==> config.mk <==
export PLATFORM = sky130hd
export DESIGN_NAME = multi_core_heartbeat_monitor
export DESIGN_NICKNAME = d
export VERILOG_FILES = /design/src/hbm_pkg.sv /design/src/hbm_table.sv /design/src/multi_core_heartbeat_monitor.sv
export SDC_FILE = /design/constraint.sdc
export NUM_CORES = 1
export LEC_CHECK = 0
export BUFFER_PORTS_ARGS = -buffer_cell sky130_fd_sc_hd__buf_2
export CORE_ASPECT_RATIO = 1.2
export CORE_MARGIN = 4
export CORE_UTILIZATION = 62
export DETAILED_ROUTE_END_ITERATION = 8
export HOLD_SLACK_MARGIN = 0.05
export PLACE_DENSITY = 0.89
export SYNTH_ARGS = -nofsm -noshare
export SYNTH_HDL_FRONTEND = slang
export SYNTH_SLANG_ARGS = --single-unit
export TNS_END_PERCENT = 1
==> constraint.sdc <==
create_clock -name clk -period 3.95 [get_ports clk]
set_clock_uncertainty 0.2 [all_clocks]
set_input_delay 0.79 -clock clk [delete_from_list [all_inputs] [get_ports clk]]
set_output_delay 0.79 -clock clk [all_outputs]
set_load 0.03 [all_outputs]
==> src/hbm_pkg.sv <==
// Shared types and constants for the multi-core heartbeat monitor.
// Depends on nothing; used by every module of the block.
package hbm_pkg;

    localparam int MAX_CORES = 64;
    localparam int AW        = (MAX_CORES > 1) ? $clog2(MAX_CORES) : 1;
    localparam int CNT_W     = $clog2(MAX_CORES + 1);
    localparam int IDX_W     = 6;

    typedef enum logic [1:0] {
        ACT_TICK     = 2'd0,
        ACT_REGISTER = 2'd1,
        ACT_ALIVE    = 2'd2
    } action_t;

    typedef enum logic [1:0] {
        ST_MISSING = 2'd0,
        ST_ALIVE   = 2'd1,
        ST_DEAD    = 2'd2,
        ST_GONE    = 2'd3
    } status_t;

    typedef enum logic [1:0] {
        S_IDLE,
        S_OP,
        S_WALK,
        S_FLUSH
    } state_t;

    typedef struct packed {
        logic [1:0]       action;
        logic [IDX_W-1:0] core_index;
    } hbm_req_t;

    typedef struct packed {
        logic [IDX_W-1:0] failed_core;
        logic             last_failure;
    } hbm_rsp_t;

    typedef struct packed {
        logic    active;
        status_t status;
    } hbm_entry_t;

    typedef struct packed {
        logic          en;
        logic [AW-1:0] addr;
        hbm_entry_t    data;
    } hbm_wr_t;

endpackage

==> src/hbm_table.sv <==
// Per-core table: active mark and status in a memory with registered read.
// Depends on hbm_pkg; entries never written read as inactive and missing.
module hbm_table (
    input  logic                     clk,
    input  logic                     rst_n,
    input  logic                     rd_en,
    input  logic [hbm_pkg::AW-1:0]   rd_addr,
    input  hbm_pkg::hbm_wr_t         wr,
    output hbm_pkg::hbm_entry_t      rd_entry
);

    hbm_pkg::hbm_entry_t              mem [hbm_pkg::MAX_CORES];
    logic [hbm_pkg::MAX_CORES-1:0]    vld_reg;
    hbm_pkg::hbm_entry_t              rd_data_reg;
    logic                             rd_vld_reg;

    always_ff @(posedge clk)
    begin
        if (wr.en)
        begin
            mem[wr.addr] <= wr.data;
        end
        if (rd_en)
        begin
            rd_data_reg <= mem[rd_addr];
        end
    end

    always_ff @(posedge clk or negedge rst_n)
    begin
        if (!rst_n)
        begin
            vld_reg    <= '0;
            rd_vld_reg <= 1'b0;
        end
        else
        begin
            if (wr.en)
            begin
                vld_reg[wr.addr] <= 1'b1;
            end
            if (rd_en)
            begin
                rd_vld_reg <= vld_reg[rd_addr];
            end
        end
    end

    assign rd_entry = rd_vld_reg ? rd_data_reg : '0;

endmodule

==> src/multi_core_heartbeat_monitor.sv <==
// Register and alive requests read and rewrite their entry; unused actions need no
// table access. A tick walks every table entry, one per cycle through the single read
// port unless the result side stalls. The block accepts one request at a time.
// Reset (rst_n, asynchronous) marks all cores inactive and missing and
// enables failure reporting. Top level; depends on hbm_pkg and hbm_table.
module multi_core_heartbeat_monitor (
    input  logic              clk,
    input  logic              rst_n,
    input  logic              in_valid,
    output logic              in_ready,
    input  hbm_pkg::hbm_req_t in_data,
    output logic              out_valid,
    input  logic              out_ready,
    output hbm_pkg::hbm_rsp_t out_data,
    input  logic              cfg_valid,
    output logic              cfg_ready,
    input  logic              cfg_data
);

    hbm_pkg::state_t                state_reg, state_next;
    logic                           enable_reg;
    logic                           op_alive_reg, op_alive_next;
    logic [hbm_pkg::AW-1:0]         op_idx_reg, op_idx_next;
    logic [hbm_pkg::CNT_W-1:0]      issue_cnt_reg, issue_cnt_next;
    logic                           proc_vld_reg, proc_vld_next;
    logic [hbm_pkg::AW-1:0]         proc_idx_reg, proc_idx_next;
    logic                           pend_vld_reg, pend_vld_next;
    logic [hbm_pkg::AW-1:0]         pend_idx_reg, pend_idx_next;
    logic                           out_valid_reg, out_valid_next;
    hbm_pkg::hbm_rsp_t              out_data_reg, out_data_next;

    logic                           rd_en;
    logic [hbm_pkg::AW-1:0]         rd_addr;
    hbm_pkg::hbm_wr_t               wr;
    hbm_pkg::hbm_entry_t            rd_entry;

    logic                           in_range;
    logic                           is_tick;
    logic                           is_op;
    logic                           issue_done;
    logic                           out_free;
    logic                           adv;
    logic                           fail;

    hbm_table u_table (
        .clk      (clk),
        .rst_n    (rst_n),
        .rd_en    (rd_en),
        .rd_addr  (rd_addr),
        .wr       (wr),
        .rd_entry (rd_entry)
    );

    assign in_range   = 32'(in_data.core_index) < hbm_pkg::MAX_CORES;
    assign is_tick    = in_data.action == hbm_pkg::ACT_TICK;
    assign is_op      = (in_data.action == hbm_pkg::ACT_REGISTER ||
                         in_data.action == hbm_pkg::ACT_ALIVE) && in_range;
    assign issue_done = issue_cnt_reg == hbm_pkg::CNT_W'(hbm_pkg::MAX_CORES);
    assign out_free   = !out_valid_reg || out_ready;
    assign adv        = !pend_vld_reg || out_free;

    assign in_ready  = state_reg == hbm_pkg::S_IDLE;
    assign cfg_ready = 1'b1;
    assign out_valid = out_valid_reg;
    assign out_data  = out_data_reg;

    always_comb
    begin
        state_next = state_reg;
        case (state_reg)
            hbm_pkg::S_IDLE:
            begin
                if (in_valid && is_tick)
                begin
                    state_next = hbm_pkg::S_WALK;
                end
                else if (in_valid && is_op)
                begin
                    state_next = hbm_pkg::S_OP;
                end
            end
            hbm_pkg::S_OP:
            begin
                state_next = hbm_pkg::S_IDLE;
            end
            hbm_pkg::S_WALK:
            begin
                if (issue_done && !proc_vld_reg)
                begin
                    state_next = hbm_pkg::S_FLUSH;
                end
            end
            hbm_pkg::S_FLUSH:
            begin
                if (!pend_vld_reg || out_free)
                begin
                    state_next = hbm_pkg::S_IDLE;
                end
            end
            default:
            begin
                state_next = hbm_pkg::S_IDLE;
            end
        endcase
    end

    always_comb
    begin
        rd_en          = 1'b0;
        rd_addr        = issue_cnt_reg[hbm_pkg::AW-1:0];
        wr             = '0;
        fail           = 1'b0;
        op_alive_next  = op_alive_reg;
        op_idx_next    = op_idx_reg;
        issue_cnt_next = issue_cnt_reg;
        proc_vld_next  = proc_vld_reg;
        proc_idx_next  = proc_idx_reg;
        pend_vld_next  = pend_vld_reg;
        pend_idx_next  = pend_idx_reg;
        out_valid_next = out_valid_reg && !out_ready;
        out_data_next  = out_data_reg;
        case (state_reg)
            hbm_pkg::S_IDLE:
            begin
                if (in_valid && is_tick)
                begin
                    issue_cnt_next = '0;
                    proc_vld_next  = 1'b0;
                end
                else if (in_valid && is_op)
                begin
                    rd_en         = 1'b1;
                    rd_addr       = hbm_pkg::AW'(in_data.core_index);
                    op_idx_next   = hbm_pkg::AW'(in_data.core_index);
                    op_alive_next = in_data.action == hbm_pkg::ACT_ALIVE;
                end
            end
            hbm_pkg::S_OP:
            begin
                wr.en   = 1'b1;
                wr.addr = op_idx_reg;
                if (op_alive_reg)
                begin
                    wr.data.active = rd_entry.active;
                    wr.data.status = hbm_pkg::ST_ALIVE;
                end
                else
                begin
                    wr.data.active = 1'b1;
                    wr.data.status = rd_entry.status;
                end
            end
            hbm_pkg::S_WALK:
            begin
                if (adv)
                begin
                    if (!issue_done)
                    begin
                        rd_en          = 1'b1;
                        proc_vld_next  = 1'b1;
                        proc_idx_next  = issue_cnt_reg[hbm_pkg::AW-1:0];
                        issue_cnt_next = issue_cnt_reg + 1'b1;
                    end
                    else
                    begin
                        proc_vld_next = 1'b0;
                    end
                    if (proc_vld_reg && rd_entry.active)
                    begin
                        wr.addr        = proc_idx_reg;
                        wr.data.active = 1'b1;
                        case (rd_entry.status)
                            hbm_pkg::ST_ALIVE:
                            begin
                                wr.en          = 1'b1;
                                wr.data.status = hbm_pkg::ST_MISSING;
                            end
                            hbm_pkg::ST_MISSING:
                            begin
                                wr.en          = 1'b1;
                                wr.data.status = hbm_pkg::ST_DEAD;
                            end
                            hbm_pkg::ST_DEAD:
                            begin
                                wr.en          = 1'b1;
                                wr.data.status = hbm_pkg::ST_GONE;
                                fail           = enable_reg;
                            end
                            default:
                            begin
                                wr.data.status = hbm_pkg::ST_GONE;
                            end
                        endcase
                    end
                    if (fail)
                    begin
                        if (pend_vld_reg)
                        begin
                            out_valid_next             = 1'b1;
                            out_data_next.failed_core  = hbm_pkg::IDX_W'(pend_idx_reg);
                            out_data_next.last_failure = 1'b0;
                        end
                        pend_vld_next = 1'b1;
                        pend_idx_next = proc_idx_reg;
                    end
                end
            end
            hbm_pkg::S_FLUSH:
            begin
                if (pend_vld_reg && out_free)
                begin
                    out_valid_next             = 1'b1;
                    out_data_next.failed_core  = hbm_pkg::IDX_W'(pend_idx_reg);
                    out_data_next.last_failure = 1'b1;
                    pend_vld_next              = 1'b0;
                end
            end
            default:
            begin
                rd_en = 1'b0;
            end
        endcase
    end

    always_ff @(posedge clk or negedge rst_n)
    begin
        if (!rst_n)
        begin
            state_reg     <= hbm_pkg::S_IDLE;
            enable_reg    <= 1'b1;
            issue_cnt_reg <= '0;
            proc_vld_reg  <= 1'b0;
            pend_vld_reg  <= 1'b0;
            out_valid_reg <= 1'b0;
        end
        else
        begin
            state_reg     <= state_next;
            issue_cnt_reg <= issue_cnt_next;
            proc_vld_reg  <= proc_vld_next;
            pend_vld_reg  <= pend_vld_next;
            out_valid_reg <= out_valid_next;
            if (cfg_valid && cfg_ready)
            begin
                enable_reg <= cfg_data;
            end
        end
    end

    always_ff @(posedge clk)
    begin
        op_alive_reg <= op_alive_next;
        op_idx_reg   <= op_idx_next;
        proc_idx_reg <= proc_idx_next;
        pend_idx_reg <= pend_idx_next;
        out_data_reg <= out_data_next;
    end

endmodule

=== After elaboration in Yosys (flattened, before gate mapping) ===
Memories as Yosys holds them, arrays and structs flattened. A register that Yosys moved wholly into a read port is not among the register bits.
Index checks and enable logic that the tools add are counted.

* Register bits after elaboration: 104
* RAM bits: 192
* Bits of input ports: 14
* Output and inout bits: 10
* Word-level logic and storage cells: 118
* Memories kept: 1

* $add $sub $neg: 1
* Magnitude comparators: 3
* Equal/unequal tests: 17
* Mux-type cells: 51
* Bitwise logic cells: 3
* Reductions and logical operators: 28

{| class="wikitable"
|+ Memory list
! name !! depth !! width !! read ports !! clocked after Yosys merged registers in !! write ports !! RTL line !! RTL
|-
| u_table.mem || 64 || 3 || 1 || 1 || 1 || hbm_table.sv:12 || <nowiki>hbm_pkg::hbm_entry_t mem [hbm_pkg::MAX_CORES];</nowiki>
|}

{| class="wikitable"
|+ Operator list
! operator !! number
|-
| bitwise OR 64 bit || 1
|-
| two-way mux 7 bit || 7
|-
| case mux 7 bit (2 select lines) || 2
|-
| two-way mux 1 bit || 22
|-
| two-way mux 10 bit || 2
|-
| case mux 10 bit (2 select lines) || 1
|-
| two-way mux 6 bit || 3
|-
| AND reduction 3 bit || 5
|-
| < comparator 6 x 7 -> 1 bit, second input constant || 2
|-
| != test 2 bit, second input constant || 7
|-
| == test 2 bit, second input constant || 4
|-
| two-way mux 2 bit || 4
|-
| case mux 1 bit (2 select lines) || 4
|-
| case mux 2 bit (4 select lines) || 1
|-
| AND reduction 4 bit || 2
|-
| adder 7 x 1 -> 7 bit, second input constant || 1
|-
| == test 7 bit, second input constant || 1
|-
| logical AND 1 bit || 7
|-
| binary-select mux 1 bit (select 6 bit) || 1
|-
| demux 1 bit (select 6 bit) || 1
|-
| == test 2 x 1 -> 1 bit, second input constant || 3
|-
| greater-or-equal comparator 6 x 1 -> 1 bit, second input constant || 1
|-
| logical NOT 2 bit || 3
|-
| two-way mux 3 bit || 2
|-
| other kinds (9) || 16
|}

=== Depth between registers and ports, before layout ===
* Depth in word-level cells: 12
* Depth in mapped cells: 13

=== Modules after synthesis ===
From an unflattened synthesis, not the netlist that was laid out.

* Cell total of the unflattened synthesis: 747
* Area, all modules: 12,398.1 um^2

{| class="wikitable"
|+ By module, submodules not included
! module !! times used !! cells each !! area each (um^2) !! sequential area each (um^2)
|-
| hbm_table || 1 || 574 || 10,426.2 || 7,482.2
|-
| multi_core_heartbeat_monitor || 1 || 173 || 1,971.9 || 1,107.3
|}

=== Worst setup path before layout ===
No wires, ideal clock.

* Path type: input -> register
* Start: in out_ready
* End: mem u_table.mem[0][0] in the netlist's numbering, data pin
* Arrival time: 3.001 ns
* Data required time: 3.234 ns
* Slack: 0.232 ns
* Stages: 5
* Path buffers: 1
* Path through: nand3b_1 -> and3_1 -> buf_2 -> a22oi_1 -> nor2b_1

{| class="wikitable"
|+ RTL lines
! what !! RTL line !! RTL
|-
| start, declared || multi_core_heartbeat_monitor.sv:13 || <nowiki>input logic out_ready,</nowiki>
|-
| end, declared || hbm_table.sv:12 ||
|}

=== Worst setup path after layout ===
* Start: reg state_reg[0]
* End: reg u_table.rd_data_reg[0] (netlist name)

* Word-level cells in the longest chain between the ends: 2

{| class="wikitable"
|+ RTL lines
! what !! RTL line !! RTL
|-
| start, declared || multi_core_heartbeat_monitor.sv:20 || <nowiki>hbm_pkg::state_t state_reg, state_next;</nowiki>
|-
| start signal, assigned || multi_core_heartbeat_monitor.sv:229 || <nowiki>state_reg <= hbm_pkg::S_IDLE;</nowiki>
|-
| start signal, assigned || multi_core_heartbeat_monitor.sv:238 || <nowiki>state_reg <= state_next;</nowiki>
|-
| == test 2 bit or logical NOT 2 bit (tied branches) || multi_core_heartbeat_monitor.sv:122 || <nowiki>case (state_reg)</nowiki>
|-
| case mux 1 bit (2 select lines) or two-way mux 6 bit (tied branches) || multi_core_heartbeat_monitor.sv:122 ||
|}

Parallel ways exist; a longest one is shown, timed or not.
A chain may end at the register's enable or synchronous reset.

==> results_dict.tcl <==
set metrics [dict create \
    crit_required_ns 4.02 \
    powerDensity_nw_per_um2 688 \
    drt_wl_total_um 32200 \
    outcome "completed" \
    comb_power_share 0.291 \
    drc 0 \
    startpoint_type "register" \
    syn_inst 898 \
    synth_flop_cell "edfxtp_1" \
    dr.pass1.iters 7 \
    antenna_found_initial 0 \
    tightest_slew_ns 1.08 \
    grt_pass1_wl_um 49700 \
    worst-setup-path-type "register to register" \
    first_global_vias 8466 \
    cp-end-kind "register" \
    relSlewSlack 0.271 \
    place_hpwl_um 19800 \
    synth-async-reset-ratio 0.261 \
    synth_area_per_cell_sq_um 13.8 \
    setup_tns_ns 0 \
    hold_viol_final 0 \
    seq_area_frac_synth 0.692 \
    yosys_register_bits 299 \
    io_buffers 22 \
    initial_core_util 0.633 \
    cp-startpoint "state_reg[0]" \
    leakage_nw 5.36 \
    path_depth 11 \
    insertion_delay_ns 0.54 \
    cts_made_buffers 27 \
    hold_path_class "register to register" \
    reg2reg_to "u_table.rd_data_reg[0]" \
    worst-r2r-cell-count 11 \
    syn_nets 920 \
    path_buf_inv 3 \
    drive_gt1_frac 0.214 \
    grt_max_degree 79 \
    die_x_um 137 \
    critPathTopFamily "compound AO/OA/AOI/OAI gates" \
    rsz0062_at_grt "no" \
    drtIter0Drc 1364 \
    pin_count 24 \
    grt-ovfl-total 0 \
    cts_setup_buffers 0 \
    htreeDepth 1 \
    area_delta_synth_final_pct 13.0 \
    critPathSlowestCell "mux4_1" \
    crit_path_max_incr_delay_ns 0.57 \
    cts_tree "done" \
    cp_max_fo 17 \
    core_sq_um 19600 \
    crit_arrival_ns 3.69 \
    cp_cell_sequence "inv_1, ha_1, nand4b_1, buf_12, mux2i_4, buf_12, mux4_1, a22oi_1, a21oi_1, o21ai_0, o21ai_0" \
    final_nets 982 \
    antenna_left 0 \
    n_antenna_cell 0 \
    gr-usage-all-layers 0.296 \
    netlist_area_sq_um 12400 \
    p_int_mw 6.46 \
    whs_ns 0.230 \
    num-fill-cells 1122 \
    pwr-share-clk 0.285 \
    finish.utilization 0.715 \
    die_y_um 163 \
    yosysUniqueCellTypes 51 \
    largest_register_ffs 192 \
    cap_viol_max_count 0 \
    power_switching_mw 3.19 \
    rrSetupSlack_ns 0.33 \
    synth_edf_count 221 \
    timing.fmax_ghz 0.276 \
    viasPerCell 6.75 \
    via_count 8386 \
    std_cell_rows 56 \
    p_seq_frac 0.425 \
    ys_warn_count 0 \
    cts_buffer_depth 3 \
    setup_viol 0 \
    die-area_sq_um 22400 \
    p_sw_frac 0.331 \
    place.gp.congestion 0.939 \
    vdd_ir_drop_max_mv 0.414 \
    path_clk_slew_ns 0.07 \
    final-max-slew-violation-count 0 \
    post-route-min-period_ns 3.62 \
    critPathCapture "u_table.rd_data_reg[0]" \
    clockRootBuffer "clkbuf_16" \
    worstReg2RegStart "state_reg[0]" \
    fin_crit_sh 0.917 \
    drt-wirelength-per-cell_um 26.0 \
    power.total_mw 9.65 \
    cts_sinks 299 \
]
## layout by cell type, fill, tap and decap left out, types with 6 or more instances in the layout
cell,Yosys,layout
edfxtp_1,221,221
nand2_1,141,141
nor2_1,82,81
dfrtp_1,77,77
or2_2,65,65
nand3_1,39,39
buf_4,3,39
a21oi_1,32,32
o21ai_0,29,29
clkbuf_16,0,27
mux4_2,23,23
mux2i_1,22,21
buf_2,7,21
a22oi_1,15,15
inv_1,13,13
nand4_1,11,11
nor3_1,10,10
a32oi_1,9,9
mux4_1,8,8
ha_1,8,8
clkbuf_1,18,7
a31oi_1,6,6
buf_12,1,6
## through the flow
step	instances	setup WS, ns	instance area [sq um]
final	1242	0.328	14000
after CTS	1242	0.391	14000
after global placement	1192	0.0350	13100
after global routing	1242	0.152	14000
after detailed placement	1192	0.0349	13100
after floorplan	898	0.232	12400
## cell usage after synthesis, types with 5 or more instances
master | count | area [sq um]
nand2_1 | 141 | 529
clkbuf_1 | 18 | 67.6
or2_2 | 65 | 407
mux4_2 | 23 | 518
dfrtp_1 | 77 | 1930
mux4_1 | 8 | 210
a22o_1 | 5 | 43.8
a32oi_1 | 9 | 78.8
mux2i_1 | 22 | 220
nand3_1 | 39 | 195
nor2_1 | 82 | 308
buf_2 | 7 | 35.0
inv_1 | 13 | 48.8
mux2_2 | 6 | 67.6
a22oi_1 | 15 | 113
nand4_1 | 11 | 68.8
o21ai_0 | 29 | 145
a21oi_1 | 32 | 160
a31oi_1 | 6 | 37.5
edfxtp_1 | 221 | 6640
ha_1 | 8 | 100
nor3_1 | 10 | 50.1
## how the worst min path moves through the flow
stage,from,endpoint,slack (ns),cells after the start
floorplan,pend_idx_reg[0],out_data[1],0.20,0
global placement,pend_idx_reg[3],out_data[4],0.20,0
detailed placement,pend_idx_reg[1],out_data[2],0.21,0
CTS,pend_idx_reg[1],out_data[2],0.23,0
global route,pend_idx_reg[1],out_data[2],0.24,0
finish,pend_idx_reg[1],out_data[2],0.23,0
## area by class of cell
type	instances	area, sq um	share of cell area
sequential	299	8590	0.612
multi-input combinational	553	3630	0.259
clock buffer	35	716	0.0510
timing repair buffer	66	518	0.0369
tap	261	327	0.0233
clock inverter	15	199	0.0142
inverter	13	48.8	0.00348
## timing repair
item	in CTS	in global routing
endpoints found under the setup margin	0	1
hold buffers	0	0
gates resized for setup	0	1
## worst register-to-register path, stage by stage (launching register included)
cell and delay (ns):
dfrtp_1 0.41, inv_1 0.09, ha_1 0.27, nand4b_1 0.20, buf_12 0.20, mux2i_4 0.27, buf_12 0.18, mux4_1 0.57
a22oi_1 0.46, a21oi_1 0.16, o21ai_0 0.22, o21ai_0 0.13
## logic make-up (layout without fill, tap and decap cells)
logic type	count (synthesis)	count (layout)	share of synthesized area
and+or+nand+nor	368	368	0.136
DFF	299	299	0.692
AOI/OAI and AO/OA	115	115	0.0592
muxes	61	61	0.0855
buffers and inverters	46	129	0.0186
adders and majority gates	8	8	0.00806
other	1	1	0.000302
## per-layer routing
| metal | GRT usage | up-vias | share of wire |
|---|---|---|---|
| met5 | 0 | - | 0 |
| met4 | 0.151 | 0 | 0.063 |
| met3 | 0.0606 | 181 | 0.11 |
| met2 | 0.479 | 741 | 0.49 |
| met1 | 0.382 | 4008 | 0.34 |
| li1 | - | 3456 | - |
## power by group through the flow
stage / clock (mW) / sequential [mW] / combinational (mW)
2_1_floorplan: 0 / 4.03 / 1.78
6_report: 2.75 / 4.10 / 2.81
4_1_cts: 2.75 / 4.07 / 2.73
5_1_grt: 2.89 / 4.10 / 2.97
3_5_place_dp: 0 / 4.13 / 2.65
3_3_place_gp: 0 / 4.11 / 2.57
(Power assumes the default switching activity.)
